**src/rtl/core/lwad_pkg.sv**
```systemverilog
// ----------------------------------------------------------------------------
// lwad_pkg
// Shared widths, register indexes, CORDIC constants and the command and
// status bundles between the wall angle controller and its datapath.
// ----------------------------------------------------------------------------
package lwad_pkg;

  localparam int IDX_W    = 10;
  localparam int RNG_W    = 16;
  localparam int RUN_W    = 10;
  localparam int MARGIN_W = 6;
  localparam int ANG_W    = 16;
  localparam int CNT_W    = 16;
  localparam int CFG_IW   = 3;
  localparam int CFG_DW   = 16;

  // Signed beam position, wide enough for run points before beam zero.
  localparam int PW = 14;
  // CORDIC coordinate and angle accumulator widths.
  localparam int XW = 40;
  localparam int ZW = 34;
  localparam int CORDIC_STEPS = 16;
  localparam int STEP_W = 4;

  localparam logic [RNG_W-1:0] GAIN_Q16 = 16'd39797;

  localparam logic [CFG_IW-1:0] CFG_NEAR_LIMIT   = 3'd0;
  localparam logic [CFG_IW-1:0] CFG_JUMP_LIMIT   = 3'd1;
  localparam logic [CFG_IW-1:0] CFG_MIN_RUN      = 3'd2;
  localparam logic [CFG_IW-1:0] CFG_WINDOW_FIRST = 3'd3;
  localparam logic [CFG_IW-1:0] CFG_WINDOW_LAST  = 3'd4;
  localparam logic [CFG_IW-1:0] CFG_END_MARGIN   = 3'd5;

  localparam logic [RNG_W-1:0]    NEAR_LIMIT_RST   = 16'd700;
  localparam logic [RNG_W-1:0]    JUMP_LIMIT_RST   = 16'd50;
  localparam logic [RUN_W-1:0]    MIN_RUN_RST      = 10'd60;
  localparam logic [IDX_W-1:0]    WINDOW_FIRST_RST = 10'd284;
  localparam logic [IDX_W-1:0]    WINDOW_LAST_RST  = 10'd483;
  localparam logic [MARGIN_W-1:0] END_MARGIN_RST   = 6'd10;

  // Arctangent of 2^-i in 0.01 degree scaled by 2^16.
  function automatic logic [29:0] atan_q(input logic [STEP_W-1:0] i);
    logic [29:0] v;
    case (i)
      4'd0:  v = 30'd294912000;
      4'd1:  v = 30'd174096719;
      4'd2:  v = 30'd91987925;
      4'd3:  v = 30'd46694507;
      4'd4:  v = 30'd23437865;
      4'd5:  v = 30'd11730358;
      4'd6:  v = 30'd5866610;
      4'd7:  v = 30'd2933484;
      4'd8:  v = 30'd1466764;
      4'd9:  v = 30'd733385;
      4'd10: v = 30'd366693;
      4'd11: v = 30'd183346;
      4'd12: v = 30'd91673;
      4'd13: v = 30'd45837;
      4'd14: v = 30'd22918;
      default: v = 30'd11459;
    endcase
    return v;
  endfunction

  typedef struct packed {
    logic capture;
    logic check;
    logic run_inc;
    logic run_clr;
    logic rd_pt;
    logic pt_sel;
    logic ld_rot;
    logic step;
    logic save_pt;
    logic ld_vec;
    logic finish;
  } lwad_cmd_t;

  typedef struct packed {
    logic clr_busy;
    logic win_near;
    logic extend;
    logic long_run;
    logic iter_last;
    logic out_free;
  } lwad_sts_t;

endpackage

```
**src/rtl/core/lwad_ctrl.sv**
```systemverilog
// ----------------------------------------------------------------------------
// lwad_ctrl
// Sequencer: run test, two point rotations and one vectoring pass per wall.
// ----------------------------------------------------------------------------
module lwad_ctrl import lwad_pkg::*; (
  input  logic      clk,
  input  logic      rst_n,
  input  logic      in_valid,
  output logic      in_ready,
  input  lwad_sts_t sts,
  output lwad_cmd_t cmd
);

  typedef enum logic [3:0] {
    S_IDLE, S_CHECK, S_PREV, S_RD, S_LD, S_ROT, S_SAVE, S_VLD, S_VEC, S_DONE
  } state_t;

  state_t state_r, state_nxt;
  logic   sel_r, sel_nxt;

  always_comb begin
    state_nxt   = state_r;
    sel_nxt     = sel_r;
    cmd         = '0;
    cmd.pt_sel  = sel_r;
    in_ready    = (state_r == S_IDLE) && !sts.clr_busy;
    cmd.capture = in_valid && in_ready;
    unique case (state_r)
      S_IDLE: if (cmd.capture) state_nxt = S_CHECK;
      S_CHECK: begin
        cmd.check = 1'b1;
        state_nxt = sts.win_near ? S_PREV : S_IDLE;
      end
      S_PREV: begin
        if (sts.extend) begin
          cmd.run_inc = 1'b1;
          state_nxt   = S_IDLE;
        end else if (!sts.long_run) begin
          cmd.run_clr = 1'b1;
          state_nxt   = S_IDLE;
        end else begin
          sel_nxt   = 1'b0;
          state_nxt = S_RD;
        end
      end
      S_RD: begin
        cmd.rd_pt = 1'b1;
        state_nxt = S_LD;
      end
      S_LD: begin
        cmd.ld_rot = 1'b1;
        state_nxt  = S_ROT;
      end
      S_ROT: begin
        cmd.step = 1'b1;
        if (sts.iter_last) state_nxt = S_SAVE;
      end
      S_SAVE: begin
        cmd.save_pt = 1'b1;
        if (sel_r) begin
          state_nxt = S_VLD;
        end else begin
          sel_nxt   = 1'b1;
          state_nxt = S_RD;
        end
      end
      S_VLD: begin
        cmd.ld_vec = 1'b1;
        state_nxt  = S_VEC;
      end
      S_VEC: begin
        cmd.step = 1'b1;
        if (sts.iter_last) state_nxt = S_DONE;
      end
      S_DONE: begin
        if (sts.out_free) begin
          cmd.finish = 1'b1;
          state_nxt  = S_IDLE;
        end
      end
      default: state_nxt = S_IDLE;
    endcase
  end

  always_ff @(posedge clk) begin
    if (!rst_n) begin
      state_r <= S_IDLE;
      sel_r   <= 1'b0;
    end else begin
      state_r <= state_nxt;
      sel_r   <= sel_nxt;
    end
  end

endmodule

```
**config.mk**
```make
export PLATFORM = sky130hd
export DESIGN_NAME = lwad_ctrl
export DESIGN_NICKNAME = d
export VERILOG_FILES = /design/src/rtl/core/lwad_pkg.sv /design/src/rtl/core/lwad_ctrl.sv
export SDC_FILE = /design/constraint.sdc
export NUM_CORES = 1
export LEC_CHECK = 0
export BUFFER_PORTS_ARGS = -buffer_cell sky130_fd_sc_hd__buf_2
export CORE_AREA = 3 3 40 42
export CTS_CLUSTER_SIZE = 10
export DETAILED_ROUTE_END_ITERATION = 8
export DIE_AREA = 0 0 43 45
export PLACE_DENSITY = 0.65
export SLEW_MARGIN = 20
export SYNTH_ARGS = -nofsm -noshare
export SYNTH_HDL_FRONTEND = slang
export SYNTH_SLANG_ARGS = --single-unit
```
**constraint.sdc**
```tcl
create_clock -name clk -period 3 [get_ports clk]
set_clock_uncertainty 0.2 [all_clocks]
set_input_delay 0 -clock clk [delete_from_list [all_inputs] [get_ports clk]]
set_output_delay 0 -clock clk [all_outputs]
set_load 0.02 [all_outputs]
```
[After elaboration in Yosys (flattened, before gate mapping)]
Index checks and enable logic that the tools add are counted.
Word-level totals
  register bits after elaboration: 5
  input bits: 9
  output and inout bits: 12
Cells by class
  equality and inequality tests: 15
  mux-type cells: 24
  reduce and logical (&&, ||, !) cells: 8
Operators by type and width (count)
  $pmux 4 s10: 1
  $mux 4: 5
  $eq 4x3->1 const B: 4
  $mux 1: 13
  $ne 2x2->1 const B: 6
  $eq 4x2->1 const B: 2
  $eq 4x4->1 const B: 2
  $mux 2: 3
  $eq 4x1->1 const B: 1
  $logic_not 4->1: 1
  $reduce_and 4->1: 1
  $mux 3: 1
  $reduce_and 3->1: 1
  $logic_and 1x1->1: 2
  $pmux 1 s2: 1
  $reduce_bool 2->1: 1
  $reduce_or 2->1: 1
  $logic_not 1->1: 1

[Depth between registers and ports, before layout]
  depth after elaboration: 5
  gate-level depth with buffers: 5
  gate-level depth less buffers: 4

[Worst setup path before layout]
No wires, ideal clock.
  kind: register to register
  from: register state_r[2]
  to: register sel_r
  arrival time: 1.131 ns
  data required time: 2.685 ns
  slack: 1.554 ns
  stages on the path, launching flop included: 5
  buffers on the path: 1
  period minus slack after synthesis: 1.446 ns
  cell sequence: dfxtp_1 buf_6 or4_4 a21oi_1 nor2b_1
Between the ends
  longest elaborated chain between the ends: 3
  elaborated cells between the ends (all ways): 7
RTL lines
  from (decl): RTL line lwad_ctrl.sv:18  | state_t state_r, state_nxt;
  from (signal assigned): RTL line lwad_ctrl.sv:90  | state_r <= state_nxt;
  $eq 4x2->1 / $eq 4x3->1 (equally long branches): RTL line lwad_ctrl.sv:28  | unique case (state_r)
  $ne 2x2->1 (no source line) / $reduce_bool 2->1 (equally long branches)
  $reduce_and 3->1 (no source line)
  to (signal assigned): RTL line lwad_ctrl.sv:91  | sel_r <= sel_nxt;
  to (decl): RTL line lwad_ctrl.sv:19  | logic sel_r, sel_nxt;
Several ways; a longest one is shown, not always the timed one.
A chain may end at the register's enable or synchronous reset.

[Worst setup path after layout]
  from: register state_r[1]
  to: register sel_r
Same word-level chain as after synthesis.

==> qor.txt <==
CP Launch Point - state_r[1]
maximum vdd drop - 192 uV
area leader, netlist - dfxtp_1
post_cts resized - 0
pin count of the biggest net entering global routing - 14
Core Area - 1280 um2
fin crit period - 1.75 ns
antenna-violating nets left - 0
kind of critical path - register to register
Synth warnings - 0
hpwl dp - 816 um
vias per cell - 4.88
Area Overhead vs Synth - 25.6%
Port Buffer Count - 20
Initial Util - 34.6%
Seq cells post-synth - 5
synthesized area - 444 um2
Clock Sink Count - 5
die area - 1940 um2
pwr dens - 468 nW/um2
commonest non-fill, non-tap cell in the layout - buf_2
max-slew violations - 0
Mapped Nets - 72
top post-synthesis cells by area - dfxtp_1 23%, a21oi_1 7.9%, nor2_1 7.6%
vias in the first global route - 400
Post-Place Cells - 92
CP Cell Sequence - nand2b_4 -> or4_4 -> a21oi_1 -> nor2b_1
Seq/Total Area, Yosys - 22.5%
TNS Setup - 0 ns
max-cap violations - 0
Worst EP arrival - 1.68 ns
Reg clk slew, reported paths - 0.04 ns
Die X - 43 um
RSZ-0062 raised after global routing - no
Clock Tree Buf Depth - 2
fmax - 572 MHz
syn_area_per_cell - 7.05 um2
relative slew slack - 68.7%
CTS Buf Count - 3
most frequent cells in the layout - 20 x buf_2, 9 x nor2_1, 7 x a21oi_1
CTS root buf - clkbuf_4
# IOs - 21
placer congestion estimate - 0.751
first-pass GRT wire length - 1690 um
origin of the critical flop-to-flop path - state_r[1]
total placed instance area - 522 um2
global route overflow - 0
FP Rows - 13
Max FO, Critical Path - 13
top-area cell type share of the netlist area - 22.5%
DRT Wirelength - 1030 um
worst min-delay path class - input pin to register
Worst Path Buf+Inv - 0
initial antenna violation count - 0
Avg WL per Cell - 10.6 um
CTS tree - built
final hold vios - 0
delay-heaviest family, CP - simple AND/OR/NAND/NOR gates
Top Layer Used - met3
DRC viols - 0
post-synth cell types - 25
drt first pass iters - 4
design area - 558 um2
chip height - 45 um
type of origin of the critical path - register
Nets - 92
outcome - complete, no violations
CP endpoint kind - register
routed wl met3 - 54 um
setup violators final - 0
GRT Overall Usage - 11.6%
DR iter-0 viols - 8
static leakage - 0.283 nW
antenna cell count - 0
H-tree levels - 1
slowest CP cell - dfxtp_1
met2 WL post-DR - 545 um
Worst-Skew Late Latency - 0.24 ns
HP Start - sts[2]
worst-margin pin slew - 0.468 ns
Final Cycle Share - 58.3%
critical path data required time - 2.93 ns
non-filler cells, final - 97
M1 wire length - 425 um
layout cell share with drive strength beyond 1 - 32.9%
via count - 473
slowest stage delay, CP - 0.60 ns
Final Total Pwr - 0.000261 W
Syn Inst Count - 63
## state kept, by name, summed over array words and instances (netlist names)
name / cells
sel_r: 1
state_r: 4
## final cells by class
cell class / count / area (um2)
Sequential cell: 5 / 100
Timing Repair Buffer: 21 / 110
Fill cell: 141 / 727
Inverter: 1 / 3.75
Clock buffer: 4 / 26.3
Multi-Input combinational cell: 51 / 299
Tap cell: 15 / 18.8
## power by group
| part | switching [W] | internal, W | total (W) |
|---|---|---|---|
| clock | 0.0000268 | 0.0000502 | 0.0000771 |
| combinational | 0.0000490 | 0.0000430 | 0.0000920 |
| sequential | 0.0000197 | 0.0000725 | 0.0000922 |
| total | 0.0000956 | 0.000166 | 0.000261 |
## worst reg2reg max path, delay by kind of cell, from the launching register on
family,cells,cell delay [ns]
flops,1,0.60
compound gates,1,0.16
simple gates,3,0.67
## final timing paths
path	end	slack, ns	depth (start not counted)
max	sel_r	1.25	4
min	sel_r	0.06	5
max reg2reg	sel_r	1.25	4
min reg2reg	sel_r	0.33	2
## per-layer routing
layer,vias up,GRT usage [%]
li1,248,-
met4,0,5.42
met2,13,19.8
met1,212,13.5
met3,0,3.59
met5,-,0
## stage by stage
step                      util [%]  hold slack (ns)  setup slack, ns
final                         43.4           0.0604             1.25
after global routing          43.4           0.0906             1.16
after CTS                     43.4           0.0652             1.25
after detailed placement      40.6           0.0710             1.26
after global placement        40.6           0.0605             1.23
after floorplan                  -           -0.120             1.55
## cell families after synthesis
kind of cell | after synthesis | share of synthesized area, %
and+or+nand+nor | 37 | 46.8
muxes | 1 | 2.25
buffers and inverters | 7 | 10.1
AOI/OAI and AO/OA | 12 | 16.3
DFF | 5 | 22.5
xor gates and xnor gates | 1 | 1.97
## cell usage after synthesis
| library cell | count |
|---|---|
| a21oi_1 | 7 |
| a2bb2oi_1 | 1 |
| and2_1 | 1 |
| and2b_1 | 1 |
| and3_1 | 3 |
| and3b_1 | 1 |
| buf_2 | 3 |
| buf_4 | 2 |
| buf_6 | 1 |
| dfxtp_1 | 5 |
| inv_1 | 1 |
| mux2i_1 | 1 |
| nand2_1 | 6 |
| nand2b_1 | 4 |
| nand2b_4 | 1 |
| nor2_1 | 9 |
| nor2_2 | 1 |
| nor2b_1 | 5 |
| nor3_1 | 3 |
| nor3b_1 | 1 |
| o21ai_0 | 2 |
| o21ai_2 | 1 |
| o32a_1 | 1 |
| or4_4 | 1 |
| xor2_1 | 1 |
## repair_timing
item	CTS	global route
buffers inserted	0	0
setup endpoints to repair	0	0
hold buffers	1	0
endpoints found under the hold margin	5	0
Power figures use the tool's default switching activity.
